==> src/button_gesture_detector_top_defines.svh <==
// assertion macros for the button gesture detector
// used by modules that carry concurrent checks; no other dependencies
`ifndef BUTTON_GESTURE_DETECTOR_TOP_DEFINES_SVH
`define BUTTON_GESTURE_DETECTOR_TOP_DEFINES_SVH

`ifndef SYNTHESIS
`define BGD_ASSERT(lbl, clk, rstn, prop) \
  lbl: assert property (@(posedge clk) disable iff (!rstn) prop) \
    else $error("bgd assertion failed");
`define BGD_ASSERT_ALWAYS(lbl, clk, prop) \
  lbl: assert property (@(posedge clk) prop) \
    else $error("bgd assertion failed");
`else
`define BGD_ASSERT(lbl, clk, rstn, prop)
`define BGD_ASSERT_ALWAYS(lbl, clk, prop)
`endif

`endif

==> src/bgd_pkg.sv <==
// shared types and constants for the button gesture detector
// no dependencies
`timescale 1ns / 1ps

package bgd_pkg;

  localparam int unsigned TICK_W    = 32;
  localparam int unsigned OP_W      = 2;
  localparam int unsigned CFG_IDX_W = 1;

  localparam logic [OP_W-1:0] OP_PRESS   = 2'd0;
  localparam logic [OP_W-1:0] OP_RELEASE = 2'd1;
  localparam logic [OP_W-1:0] OP_UPDATE  = 2'd2;

  localparam logic [CFG_IDX_W-1:0] CFG_LONG_PRESS  = 1'b0;
  localparam logic [CFG_IDX_W-1:0] CFG_DOUBLE_CLICK = 1'b1;

  localparam logic [TICK_W-1:0] LONG_PRESS_RESET   = 32'd1000;
  localparam logic [TICK_W-1:0] DOUBLE_CLICK_RESET = 32'd400;

  typedef enum logic [1:0] {
    ST_IDLE    = 2'd0,
    ST_PRESSED = 2'd1,
    ST_HELD    = 2'd2,
    ST_PENDING = 2'd3
  } state_t;

  typedef enum logic [2:0] {
    EV_NONE         = 3'd0,
    EV_PRESS        = 3'd1,
    EV_SHORT        = 3'd2,
    EV_DOUBLE       = 3'd3,
    EV_LONG         = 3'd4,
    EV_LONG_RELEASE = 3'd5
  } event_t;

  typedef struct packed {
    logic [TICK_W-1:0] long_ticks;
    logic [TICK_W-1:0] dbl_ticks;
  } cfg_t;

  typedef struct packed {
    logic [OP_W-1:0]   op;
    logic [TICK_W-1:0] tick;
  } step_t;

  typedef struct packed {
    event_t evt;
    state_t state;
  } result_t;

endpackage

==> src/bgd_cfg_regs.sv <==
// configuration registers for the two time windows
// depends on bgd_pkg
`timescale 1ns / 1ps

module bgd_cfg_regs (
  input  logic                          clk,
  input  logic                          rst_n,
  input  logic                          cfg_valid,
  input  logic [bgd_pkg::CFG_IDX_W-1:0] cfg_index,
  input  logic [bgd_pkg::TICK_W-1:0]    cfg_data,
  output logic                          cfg_ready,
  output bgd_pkg::cfg_t                 cfg
);

  bgd_pkg::cfg_t cfg_r;

  assign cfg_ready = 1'b1;
  assign cfg       = cfg_r;

  always_ff @(posedge clk) begin
    if (!rst_n) begin
      cfg_r.long_ticks <= bgd_pkg::LONG_PRESS_RESET;
      cfg_r.dbl_ticks  <= bgd_pkg::DOUBLE_CLICK_RESET;
    end else if (cfg_valid && cfg_ready) begin
      unique case (cfg_index)
        bgd_pkg::CFG_LONG_PRESS:   cfg_r.long_ticks <= cfg_data;
        bgd_pkg::CFG_DOUBLE_CLICK: cfg_r.dbl_ticks  <= cfg_data;
      endcase
    end
  end

endmodule

==> src/bgd_in_reg.sv <==
// input register stage holding one accepted word
// depends on bgd_pkg
`timescale 1ns / 1ps

module bgd_in_reg (
  input  logic                       clk,
  input  logic                       rst_n,
  input  logic                       load,
  input  logic                       in_valid,
  input  logic [bgd_pkg::OP_W-1:0]   in_operation,
  input  logic [bgd_pkg::TICK_W-1:0] in_tick,
  output logic                       valid,
  output bgd_pkg::step_t             step
);

  logic           valid_r;
  bgd_pkg::step_t step_r;

  assign valid = valid_r;
  assign step  = step_r;

  always_ff @(posedge clk) begin
    if (!rst_n) begin
      valid_r <= 1'b0;
    end else if (load) begin
      valid_r <= in_valid;
    end
  end

  always_ff @(posedge clk) begin
    if (load && in_valid) begin
      step_r.op   <= in_operation;
      step_r.tick <= in_tick;
    end
  end

endmodule

==> src/bgd_fsm.sv <==
// gesture state machine with press and release time stamps
// depends on bgd_pkg and button_gesture_detector_top_defines.svh
`timescale 1ns / 1ps
`include "button_gesture_detector_top_defines.svh"

module bgd_fsm (
  input  logic             clk,
  input  logic             rst_n,
  input  logic             step_valid,
  input  bgd_pkg::step_t   step,
  input  bgd_pkg::cfg_t    cfg,
  output bgd_pkg::result_t result
);

  bgd_pkg::state_t             state_r, state_nxt;
  logic [bgd_pkg::TICK_W-1:0]  press_time_r, press_time_nxt;
  logic [bgd_pkg::TICK_W-1:0]  release_time_r, release_time_nxt;
  logic                        long_done_r, long_done_nxt;
  logic                        held_down_r, held_down_nxt;
  bgd_pkg::event_t             evt;
  logic [bgd_pkg::TICK_W-1:0]  press_age;
  logic [bgd_pkg::TICK_W-1:0]  release_age;

  assign press_age   = step.tick - press_time_r;
  assign release_age = step.tick - release_time_r;

  always_ff @(posedge clk) begin
    if (!rst_n) begin
      state_r        <= bgd_pkg::ST_IDLE;
      press_time_r   <= '0;
      release_time_r <= '0;
      long_done_r    <= 1'b0;
      held_down_r    <= 1'b0;
    end else if (step_valid) begin
      state_r        <= state_nxt;
      press_time_r   <= press_time_nxt;
      release_time_r <= release_time_nxt;
      long_done_r    <= long_done_nxt;
      held_down_r    <= held_down_nxt;
    end
  end

  always_comb begin
    state_nxt        = state_r;
    press_time_nxt   = press_time_r;
    release_time_nxt = release_time_r;
    long_done_nxt    = long_done_r;
    held_down_nxt    = held_down_r;
    evt              = bgd_pkg::EV_NONE;
    unique case (step.op)
      bgd_pkg::OP_PRESS: begin
        if (!held_down_r) begin
          held_down_nxt  = 1'b1;
          press_time_nxt = step.tick;
          long_done_nxt  = 1'b0;
          state_nxt      = bgd_pkg::ST_PRESSED;
          evt            = bgd_pkg::EV_PRESS;
        end
      end
      bgd_pkg::OP_RELEASE: begin
        if (held_down_r) begin
          held_down_nxt = 1'b0;
          if (state_r == bgd_pkg::ST_HELD) begin
            state_nxt        = bgd_pkg::ST_IDLE;
            release_time_nxt = step.tick;
            evt              = bgd_pkg::EV_LONG_RELEASE;
          end else if (state_r == bgd_pkg::ST_PRESSED && release_time_r != '0 &&
                       release_age < cfg.dbl_ticks) begin
            state_nxt        = bgd_pkg::ST_IDLE;
            release_time_nxt = '0;
            evt              = bgd_pkg::EV_DOUBLE;
          end else begin
            state_nxt        = bgd_pkg::ST_PENDING;
            release_time_nxt = step.tick;
          end
        end
      end
      bgd_pkg::OP_UPDATE: begin
        if (held_down_r && state_r == bgd_pkg::ST_PRESSED && !long_done_r &&
            press_age >= cfg.long_ticks) begin
          state_nxt     = bgd_pkg::ST_HELD;
          long_done_nxt = 1'b1;
          evt           = bgd_pkg::EV_LONG;
        end else if (!held_down_r && state_r == bgd_pkg::ST_PENDING &&
                     release_age >= cfg.dbl_ticks) begin
          state_nxt        = bgd_pkg::ST_IDLE;
          release_time_nxt = '0;
          evt              = bgd_pkg::EV_SHORT;
        end
      end
      default: begin
        evt = bgd_pkg::EV_NONE;
      end
    endcase
  end

  assign result.evt   = evt;
  assign result.state = state_nxt;

  // button down exactly in the pressed and held states
  `BGD_ASSERT(a_held_matches_state, clk, rst_n, held_down_r == (state_r == bgd_pkg::ST_PRESSED || state_r == bgd_pkg::ST_HELD))
  `BGD_ASSERT(a_hold_without_step, clk, rst_n, !step_valid |=> $stable(state_r) && $stable(release_time_r))
  `BGD_ASSERT(a_double_clears, clk, rst_n, step_valid && evt == bgd_pkg::EV_DOUBLE |=> state_r == bgd_pkg::ST_IDLE && release_time_r == '0)
  `BGD_ASSERT(a_long_once, clk, rst_n, step_valid && evt == bgd_pkg::EV_LONG |=> long_done_r && state_r == bgd_pkg::ST_HELD)

endmodule

==> src/bgd_out_reg.sv <==
// result register stage holding one word for the output channel
// depends on bgd_pkg
`timescale 1ns / 1ps

module bgd_out_reg (
  input  logic             clk,
  input  logic             rst_n,
  input  logic             load,
  input  logic             res_valid,
  input  bgd_pkg::result_t result,
  output logic             out_valid,
  output logic [2:0]       out_event_code,
  output logic [1:0]       out_machine_state
);

  logic             valid_r;
  bgd_pkg::result_t result_r;

  assign out_valid         = valid_r;
  assign out_event_code    = result_r.evt;
  assign out_machine_state = result_r.state;

  always_ff @(posedge clk) begin
    if (!rst_n) begin
      valid_r <= 1'b0;
    end else if (load) begin
      valid_r <= res_valid;
    end
  end

  always_ff @(posedge clk) begin
    if (load && res_valid) begin
      result_r <= result;
    end
  end

endmodule

==> src/button_gesture_detector_top.sv <==
// button gesture detector: input register, gesture state machine, result register
// depends on bgd_pkg, bgd_cfg_regs, bgd_in_reg, bgd_fsm, bgd_out_reg
// path: input register, then result register; result held there while out_stall is high
// throughput: one word per cycle unless out_stall holds, set by the single state machine pass
// reset: synchronous active-low; state idle, time stamps zero, windows 1000 and 400 ticks
// no clearing pass, a word can be accepted as soon as reset is released
`timescale 1ns / 1ps

module button_gesture_detector_top (
  input  logic                          clk,
  input  logic                          rst_n,
  input  logic                          in_valid,
  output logic                          in_stall,
  input  logic [bgd_pkg::OP_W-1:0]      in_operation,
  input  logic [bgd_pkg::TICK_W-1:0]    in_tick,
  output logic                          out_valid,
  input  logic                          out_stall,
  output logic [2:0]                    out_event_code,
  output logic [1:0]                    out_machine_state,
  input  logic                          cfg_valid,
  output logic                          cfg_ready,
  input  logic [bgd_pkg::CFG_IDX_W-1:0] cfg_index,
  input  logic [bgd_pkg::TICK_W-1:0]    cfg_data
);

  bgd_pkg::cfg_t    cfg;
  bgd_pkg::step_t   step;
  bgd_pkg::result_t result;
  logic             step_valid_q;
  logic             out_load;
  logic             in_load;
  logic             step_fire;

  assign out_load  = !out_valid || !out_stall;
  assign step_fire = step_valid_q && out_load;
  assign in_load   = !step_valid_q || out_load;
  assign in_stall  = !in_load;

  bgd_cfg_regs u_cfg (
    .clk       (clk),
    .rst_n     (rst_n),
    .cfg_valid (cfg_valid),
    .cfg_index (cfg_index),
    .cfg_data  (cfg_data),
    .cfg_ready (cfg_ready),
    .cfg       (cfg)
  );

  bgd_in_reg u_in (
    .clk          (clk),
    .rst_n        (rst_n),
    .load         (in_load),
    .in_valid     (in_valid),
    .in_operation (in_operation),
    .in_tick      (in_tick),
    .valid        (step_valid_q),
    .step         (step)
  );

  bgd_fsm u_fsm (
    .clk        (clk),
    .rst_n      (rst_n),
    .step_valid (step_fire),
    .step       (step),
    .cfg        (cfg),
    .result     (result)
  );

  bgd_out_reg u_out (
    .clk               (clk),
    .rst_n             (rst_n),
    .load              (out_load),
    .res_valid         (step_fire),
    .result            (result),
    .out_valid         (out_valid),
    .out_event_code    (out_event_code),
    .out_machine_state (out_machine_state)
  );

endmodule
==> config.mk <==
export PLATFORM = sky130hd
export DESIGN_NAME = button_gesture_detector_top
export DESIGN_NICKNAME = d
export VERILOG_FILES = /design/src/bgd_pkg.sv /design/src/bgd_cfg_regs.sv /design/src/bgd_in_reg.sv /design/src/bgd_fsm.sv /design/src/bgd_out_reg.sv /design/src/button_gesture_detector_top.sv
export VERILOG_INCLUDE_DIRS = /design/src /design/src/src
export SDC_FILE = /design/constraint.sdc
export NUM_CORES = 1
export LEC_CHECK = 0
export BUFFER_PORTS_ARGS = -buffer_cell sky130_fd_sc_hd__buf_2
export CORE_ASPECT_RATIO = 1.5
export CORE_MARGIN = 2
export CORE_UTILIZATION = 60
export DETAILED_ROUTE_END_ITERATION = 8
export GPL_TIMING_DRIVEN = 0
export PLACE_DENSITY_LB_ADDON = 0.25
export SYNTH_ARGS = -nofsm -noshare
export SYNTH_HDL_FRONTEND = slang
export SYNTH_HIERARCHICAL = 1
export SYNTH_SLANG_ARGS = --single-unit
==> constraint.sdc <==
create_clock -name clk -period 9.95 [get_ports clk]
set_input_delay 0.995 -clock clk [delete_from_list [all_inputs] [get_ports clk]]
set_output_delay 0.995 -clock clk [all_outputs]
set_load 0.01 [all_outputs]
**Word level (Yosys, flattened, before mapping)**

Index checks and enable logic that the tools add are counted.

- Bits of input ports: 72
- Word-level logic and storage cells: 83
- Output and inout bits: 8
- Flip-flop bits (word level): 173

- Equal/unequal tests: 10
- Mux-type cells: 24
- Bitwise gates (word level): 2
- $lt $le $gt $ge: 3
- Reductions and logical operators: 29
- Add/sub/neg operators: 2

Operators by type and width:

| kind | count |
|---|---|
| $mux W32 | 5 |
| $ge A32 B32 Y1 | 2 |
| $pmux W32 S2 | 1 |
| $sub A32 B32 Y32 | 2 |
| $lt A32 B32 Y1 | 1 |
| $reduce_bool A32 Y1 | 1 |
| $mux W2 | 8 |
| $logic_and A1 B1 Y1 | 10 |
| $mux W3 | 3 |
| $pmux W3 S3 | 1 |
| $eq A2 B2 Y1 const B | 3 |
| $logic_not A1 Y1 | 6 |
| $ne A2 B1 Y1 const B | 3 |
| $pmux W2 S3 | 1 |
| $reduce_and A2 Y1 | 3 |
| $reduce_bool A2 Y1 | 3 |
| $reduce_and A5 Y1 | 1 |
| $eq A2 B1 Y1 const B | 2 |
| $ne A2 B2 Y1 const B | 2 |
| $pmux W1 S2 | 2 |
| $reduce_and A4 Y1 | 1 |
| $mux W1 | 3 |
| $reduce_and A3 Y1 | 1 |
| $logic_not A2 Y1 | 1 |
| 2 further kinds | 4 |

**Longest topological paths before layout**

Gate-level depths: netlist of the first run.

- Depth in word-level cells: 7
- Depth in mapped cells: 22
- Mapped depth without buffers: 21

**Modules after synthesis**

Netlist of the first run, hierarchy kept.

Modules (own cells, without submodules):

| module | cells each | area each (µm²) | times used | sequential area each (µm²) |
|---|---|---|---|---|
| bgd_fsm | 1072 | 7916.3 | 1 | 1361.3 |
| bgd_cfg_regs | 256 | 2478.6 | 1 | 1281.2 |
| bgd_in_reg | 38 | 1064.8 | 1 | 1041.0 |
| bgd_out_reg | 9 | 193.9 | 1 | 170.2 |
| button_gesture_detector_top | 4 | 23.8 | 1 | 0.0 |

**Worst setup path before layout of the first run**

No wires, ideal clock.

- Kind: register to register
- Start: reg u_in.step_r (netlist bit u_in/step[1])
- End: reg u_fsm/release_time_r[10] (netlist bit)
- Period minus slack after synthesis: 4.348 ns
- Stages on the path, launching flop included: 20
- Data required time: 9.878 ns
- Library setup time: 0.072 ns
- Slack: 5.602 ns
- Buffers on the path: 1
- Arrival: 4.276 ns
- Cells stage by stage: edfxtp_1 ha_1 nor2b_1 o31a_1 o31ai_2 a21oi_1 o21ai_0 a21boi_0 or4b_1 o311ai_0 ha_1 a21o_1 a21o_1 a21oi_1 o211ai_1 a211oi_2 nor4_2 o21ai_2 buf_4 mux2i_1

- Longest elaborated chain between the ends: 7
- Elaborated cells on any way between the ends: 15
- Those cells by class: 2 x add/sub; 3 x order compare; 2 x eq/ne; 4 x mux; 4 x reduce/logical

Ends and longest elaborated chain:

| element | RTL line | text |
|---|---|---|
| from (decl) | bgd_in_reg.sv:17 | `bgd_pkg::step_t step_r;` |
| $sub A32 B32 Y32 | bgd_fsm.sv:25 | `assign release_age = step.tick - release_time_r;` |
| $lt A32 B32 Y1 | bgd_fsm.sv:68 | `release_age < cfg.dbl_ticks) begin` |
| $logic_and A1 B1 Y1 | bgd_fsm.sv:67 | `end else if (state_r == bgd_pkg::ST_PRESSED && release_time_r != '0 &&` |
| $mux W32 | bgd_fsm.sv:67 |  |
| $mux W32 | bgd_fsm.sv:63 | `if (state_r == bgd_pkg::ST_HELD) begin` |
| $mux W32 | bgd_fsm.sv:61 | `if (held_down_r) begin` |
| $pmux W32 S2 | bgd_fsm.sv:50 | `unique case (step.op)` |
| to (signal assigned) | bgd_fsm.sv:37 | `release_time_r <= release_time_nxt;` |
| to (decl) | bgd_fsm.sv:17 | `logic [bgd_pkg::TICK_W-1:0] release_time_r, release_time_nxt;` |

Parallel ways exist; a longest one is shown, timed or not. The select of a mux whose other input is x is not followed.
A chain may end at the register's enable or synchronous reset.

**Worst setup path in the final report of the first run**

- Start: reg u_in.step_r (netlist bit u_in/step[0])
- End: reg u_fsm/release_time_r[26] (netlist bit)

Same word-level chain as after synthesis.

==> results.py, run 1 <==
metrics = {
    "run_status": {
        "status": "complete, no violations",
    },
    "yosys": {
        "ys_seq_area_share_pct": 33.0,
        "synth_cell_type_count": 80,
        "synth_area_leaders": "dfxtp_1, ha_1, edfxtp_1",
        "synth_top_family_by_area": "compound AO/OA/AOI/OAI gates",
        "synthXorXnorAreaFrac_pct": 3.90,
        "yosysWarnings": 6,
        "synthAdderAreaFrac_pct": 13.8,
        "postSynthCellCount": 1379,
        "synth-edff-count": 39,
        "syn_nets": 1579,
        "post_synth_and_or_nand_nor_area_fraction_pct": 17.0,
        "async_flop_share_pct": 0,
        "synth_seq_cells": 173,
        "synth_top_area_share_pct": 23.0,
        "synth_compound_area_share_pct": 17.5,
        "synth_ff_type": "dfxtp_1",
        "syn_area_per_cell_um2": 8.47,
        "syn-cell-area_mm2": 0.0117,
        "synth.mux.area_fraction_pct": 7.46,
        "synth_area_leader_cell": "dfxtp_1",
    },
    "timing": {
        "finalHoldViolations": 0,
        "relSlewSlack_pct": 9.74,
        "setup_ws_ns": 4.08,
        "setup_tns_ns": 0,
        "period_share_pct": 59.0,
        "setup_viol": 0,
        "finClkSkew_ns": 0.0137,
        "rsz0062_at_grt": "false",
        "worst_slew_pin_slew_ns": 1.34,
        "drv_slew": 0,
        "max_freq_mhz": 170,
        "period_minus_slack_ns": 5.87,
    },
    "setup_path": {
        "worstReg2RegEnd": "u_fsm/release_time_r[26]",
        "reg2reg_from": "u_in/step[0]",
        "path_class": "register to register",
        "worstPathArrival_ns": 6.20,
        "critPathMaxFanout": 10,
        "ff2ff_setup_slack_ns": 4.08,
        "end_kind": "register",
        "critical_path_required_ns": 10.28,
        "startpoint_type": "register",
        "reg2reg_depth": 22,
    },
    "clock_network": {
        "ctsResizeCount": 0,
        "clk_latency_ns": 0.45,
        "ctsHtreeMaxLevel": 4,
        "cts_hold_buffers": 0,
        "clockBufferDepth": 2,
        "path_clk_slew_ns": 0.07,
        "cts_setup_buffers": 0,
        "cts_tree": "yes",
        "clock_sinks": 173,
        "cts_made_buffers": 17,
        "cts_root_buffer": "clkbuf_16",
    },
    "route": {
        "vias": 10100,
        "ant_nets": 0,
        "vias_per_cell": 5.79,
        "drtPass1Iterations": 5,
        "drt-total-wl_mm": 30.2,
        "drt-wirelength-per-cell_um": 17.3,
        "drcViolationCount": 0,
        "drt_iter0_drc": 635,
    },
    "final_layout": {
        "drive_gt1_share_pct": 10.1,
        "diodes": 0,
        "mostFrequentLayoutCells": "nand2_1, inv_1, dfxtp_1",
        "fin_area_mm2": 0.0130,
        "num-nets-final": 1675,
        "fillers": 1651,
        "layout_commonest_cell": "nand2_1",
        "area_delta_synth_final_pct": 11.1,
        "final_cells": 1744,
    },
    "placed_design": {
        "place_ws_ns": 4.35,
        "placed_cells": 1712,
        "dpl_cell_area_mm2": 0.0124,
        "place_congestion": 0.905,
        "io_buffers": 77,
        "hpwl_mm": 23.7,
    },
    "grt": {
        "grt_max_degree": 36,
        "antenna_found_initial": 0,
        "grt_pass1_wl_mm": 47.5,
        "grt_pass1_vias": 9782,
        "overflow": 0,
        "track_usage_pct": 29.4,
    },
    "floorplanning": {
        "core_area_mm2": 0.0191,
        "die_h_um": 175,
        "rows": 62,
        "io_pins": 80,
        "dieWidth_um": 118,
        "die_area_mm2": 0.0206,
        "initial_core_util_pct": 61.2,
    },
    "power": {
        "p_per_area_mw_per_mm2": 140,
        "p_leak_nw": 5.59,
        "peakVddDrop_uv": 107,
    },
    "min_path": {
        "min_to": "u_cfg/cfg[57]",
        "whs_path_depth": 2,
        "hold_path.class": "register to register",
        "hp-start": "u_cfg/cfg[57]",
    },
    "flow_run": {
        "maxCapViolations": 0,
    },
}
## per-stage QoR
stage / total power [W] / hold WS (ns) / util [%]
finish: 0.00182 / 0.463 / 68.0
global route: 0.00190 / 0.477 / 68.0
CTS: 0.00182 / 0.462 / 68.0
detailed placement: 0.00116 / 0.452 / 64.9
global placement: 0.00114 / 0.444 / 64.9
floorplan: 0.00105 / 0.435 / -
## per-layer routing
metal  vias to the layer above  share of wire [%]  track usage [%]  wire length, um
met5                         -                  0                0                0
met4                         0                8.0             23.1             2420
met3                       112                3.4             4.28             1020
met2                       273                 52             54.5            15800
met1                      4728                 36             28.9            11000
li1                       4986                  -                -                -
## power breakdown
group	total, W	internal (W)	switching [W]
Clock	0.000667	0.000340	0.000327
Sequential	0.000768	0.000745	0.0000229
Combinational	0.000381	0.000159	0.000222
## flip-flops by register name (all words and copies together), names as in the netlist
register / count
u_fsm/release_time_r: 32
u_out/out_machine_state: 2
u_fsm/long_done_r: 1
u_cfg/cfg: 64
u_fsm/held_down_r: 1
u_fsm/state_r: 2
u_in/step: 34
u_in/valid: 1
u_out/out_event_code: 3
u_out/out_valid: 1
u_fsm/press_time_r: 32
## synthesized netlist by cell type, types with 3 or more instances
cell type / count
nand4_1: 28
ha_1: 126
o21a_1: 16
o31ai_1: 3
a31oi_1: 4
nand2_1: 255
and2_1: 4
a21boi_0: 33
inv_1: 153
nand3b_1: 9
buf_2: 10
and3_1: 9
o21bai_1: 5
mux2i_1: 87
or2_2: 3
nor3_1: 16
xnor2_1: 33
dfxtp_1: 134
edfxtp_1: 39
xor2_1: 19
o31a_1: 3
o21ai_0: 41
buf_6: 7
nand2b_1: 12
o211ai_1: 13
a2111oi_0: 4
nor2b_1: 8
a211oi_1: 6
nor2_1: 44
nor4_1: 14
buf_4: 4
o311ai_1: 3
a21o_1: 48
a21oi_1: 78
clkbuf_1: 31
nand3_1: 15
## worst max path at each step
| stage | startpoint | endpoint |
|---|---|---|
| 2_1_floorplan | u_in/step[1] | u_fsm/release_time_r[10] |
| 3_3_place_gp | u_in/step[0] | u_fsm/release_time_r[26] |
| 3_5_place_dp | u_in/step[0] | u_fsm/release_time_r[26] |
| 4_1_cts | u_in/step[0] | u_fsm/release_time_r[26] |
| 5_1_grt | u_in/step[0] | u_fsm/release_time_r[26] |
| 6_report | u_in/step[0] | u_fsm/release_time_r[26] |
## layout make-up
cell class | count | area [um^2] | area share (%)
Multi-Input combinational cell | 1001 | 6970 | 53.7
Clock inverter | 14 | 165 | 1.27
Tap cell | 256 | 320 | 2.47
Buffer | 52 | 275 | 2.12
Sequential cell | 173 | 3850 | 29.7
Timing Repair Buffer | 77 | 385 | 2.97
Clock buffer | 18 | 429 | 3.31
Inverter | 153 | 574 | 4.43
## critical path, cell delays in order (launching register included)
cell      delay, ns
edfxtp_1       0.40
inv_1          0.08
ha_1           0.22
inv_1          0.08
fa_1           0.23
a211oi_1       0.11
o21a_1         0.21
nor3_1         0.30
nor3_1         0.14
o31ai_1        0.86
nand2_1        0.12
o21ai_0        0.25
xor2_1         0.19
ha_1           0.27
nand4_1        0.14
nor3_1         0.07
a221oi_1       0.25
o21ai_0        0.20
a211oi_1       0.74
nor2_1         0.35
clkbuf_1       0.31
nand2_1        0.15
mux2i_1        0.08
## cell families (layout without fill, tap and decap cells)
group | count (synthesis) | after routing
adder cells (fa/ha/maj) | 128 | 128
multiplexers | 87 | 87
buffers and inverters | 205 | 314
AO/OA/AOI/OAI | 298 | 298
XOR/XNOR | 52 | 52
AND/OR/NAND/NOR | 435 | 435
flip-flops | 173 | 173
other | 1 | 1
Power figures use the tool's default switching activity.
==> inputs of run 2 (changes only) <==
==> constraint.sdc (replaced) <==
create_clock -name clk -period 5.75 [get_ports clk]
set_input_delay 0.575 -clock clk [delete_from_list [all_inputs] [get_ports clk]]
set_output_delay 0.575 -clock clk [all_outputs]
set_load 0.01 [all_outputs]
==> results.py, run 2 (synthesis results as in run 1) <==
metrics = {
    "clock_network": {
        "cts_hold_buffers": 0,
        "cts_made_buffers": 17,
        "clock_sinks": 173,
        "path_clk_slew_ns": 0.08,
        "clk_latency_ns": 0.45,
        "cts_tree": "yes",
        "ctsHtreeMaxLevel": 4,
        "clockBufferDepth": 2,
        "cts_root_buffer": "clkbuf_16",
    },
    "route": {
        "drt_iter0_drc": 660,
        "ant_nets": 0,
        "drt-total-wl_mm": 30.3,
        "drtPass1Iterations": 6,
        "vias": 10100,
        "dr.max_layer_used": "met4",
        "dr_wl_met2_mm": 15.9,
        "vias_per_cell": 5.78,
        "wl_met1_mm": 11.0,
        "drcViolationCount": 0,
        "route.met3.wl_mm": 1.04,
        "drt-wirelength-per-cell_um": 17.4,
    },
    "placed_design": {
        "hpwl_mm": 23.7,
        "io_buffers": 77,
        "dpl_cell_area_mm2": 0.0124,
        "place_congestion": 0.905,
    },
    "setup_path": {
        "worstPathArrival_ns": 5.87,
        "critical_path_required_ns": 6.12,
        "path_cells": "ha_1 -> or2_1 -> a21oi_1 -> a21oi_2 -> a221o_1 -> o211ai_2 -> a21oi_2 -> or4_1 -> o311ai_1 -> ha_1 -> nand4_1 -> nor3_1 -> a221oi_1 -> o21ai_0 -> a211oi_2 -> nor4_2 -> o21ai_2 -> buf_4 -> mux2i_1",
        "critPathMaxStageDelay_ns": 0.54,
        "crit_path_top_delay_cell": "or4_1",
        "critPathMaxFanout": 10,
        "startpoint": "u_in/step[13]",
        "reg2reg_from": "u_in/step[13]",
        "end_kind": "register",
        "path_class": "register to register",
        "startpoint_type": "register",
    },
    "min_path": {
        "hold_path.class": "primary input to register",
        "hp-start": "in_tick[2]",
    },
    "final_layout": {
        "multi_input_area_mm2": 0.00700,
        "layout_commonest_cell": "nand2_1",
        "diodes": 0,
        "layout.area.seq_mm2": 0.00385,
        "num-nets-final": 1677,
        "fin_area_mm2": 0.0130,
        "drive_gt1_share_pct": 10.7,
        "largest_reg_flops": 64,
        "fillers": 1639,
        "area_delta_synth_final_pct": 11.5,
        "mostFrequentLayoutCells": "nand2_1, inv_1, dfxtp_1",
    },
    "floorplanning": {
        "die_area_mm2": 0.0206,
        "rows": 62,
        "initial_core_util_pct": 61.2,
        "dieWidth_um": 118,
        "core_area_mm2": 0.0191,
        "io_pins": 80,
        "die_h_um": 175,
    },
    "timing": {
        "finalHoldViolations": 0,
        "setup_tns_ns": 0,
        "drv_slew": 0,
        "setup_viol": 0,
        "finClkSkew_ns": 0.0124,
        "relSlewSlack_pct": 10.2,
        "worst_slew_pin_slew_ns": 1.34,
        "period_share_pct": 95.7,
        "rsz0062_at_grt": "false",
        "period_minus_slack_ns": 5.50,
        "max_freq_mhz": 182,
    },
    "grt": {
        "track_usage_pct": 29.4,
        "grt_pass1_vias": 9782,
        "grt_pass1_wl_mm": 47.5,
        "grt_max_degree": 36,
        "antenna_found_initial": 0,
        "overflow": 0,
    },
    "flow_run": {
        "maxCapViolations": 0,
    },
    "power": {
        "peakVddDrop_uv": 185,
        "p_per_area_mw_per_mm2": 242,
        "p_leak_nw": 5.60,
    },
    "run_status": {
        "status": "complete, no violations",
    },
}
-- run 2: changes by cell type in the layout (fill, tap and decap cells not counted) --
cell / before / now
nor2_2: 0 / 1
a211oi_1: 6 / 5
buf_4: 4 / 6
nor3_1: 16 / 15
nor3_2: 0 / 1
o31ai_1: 3 / 2
nor4_2: 1 / 3
o31ai_2: 2 / 3
nor4_1: 14 / 12
nor2_1: 44 / 43
a211oi_2: 1 / 2
-- run 2: power by group --
| part | total [W] | switching, W | internal [W] |
|---|---|---|---|
| combinational | 0.000665 | 0.000387 | 0.000278 |
| sequential | 0.00133 | 0.0000398 | 0.00129 |
| clock | 0.00116 | 0.000567 | 0.000588 |
| total | 0.00315 | 0.000994 | 0.00216 |
-- run 2: worst paths after layout --
check | endpoint | slack (ns) | cells after the start
hold reg to reg | u_cfg/cfg[45] | 0.46 | 2
setup reg to reg | u_fsm/release_time_r[26] | 0.25 | 19
hold / removal | u_in/step[2] | 0.30 | 1
setup / recovery | u_fsm/release_time_r[26] | 0.25 | 19
-- run 2: metal layers --
layer,up-vias,global-route usage (%)
li1,4994,-
met3,108,4.28
met1,4713,28.9
met2,284,54.5
met5,-,0
met4,0,23.1
-- run 2: timing repair --
action	CTS	global route
resized for setup	0	6
endpoints found under the setup margin	0	36
buffers inserted	0	2
-- run 2: critical path: cells and delay by family, from the launching register on --
family	cells	cell delay, ns
multiplexers	1	0.22
buffers and inverters	1	0.29
flip-flops	1	0.51
AND/OR/NAND/NOR	5	1.19
adder cells (fa/ha/maj)	2	0.74
AO/OA/AOI/OAI	10	2.47
-- run 2: cell type report --
type | instances | area share, %
multi-input cells | 1001 | 53.8
flip-flops and latches | 173 | 29.6
inverters | 153 | 4.41
clock buffers | 18 | 3.30
repair buffers | 79 | 3.07
well taps | 256 | 2.46
plain buffers | 52 | 2.11
clock inverters | 14 | 1.27
-- run 2: stage by stage --
stage | power [W] | worst slack (ns) | hold slack (ns) | util [%] | std cells
finish | 0.00315 | 0.246 | 0.299 | 68.2 | 1746
global route | 0.00330 | 0.0185 | 0.281 | 68.2 | 1746
CTS | 0.00315 | 0.0319 | 0.280 | 68.0 | 1744
detailed placement | 0.00200 | 0.148 | 0.452 | 64.9 | 1712
global placement | 0.00198 | 0.274 | 0.444 | 64.9 | 1712
floorplan | 0.00181 | 1.40 | 0.435 | - | 1379
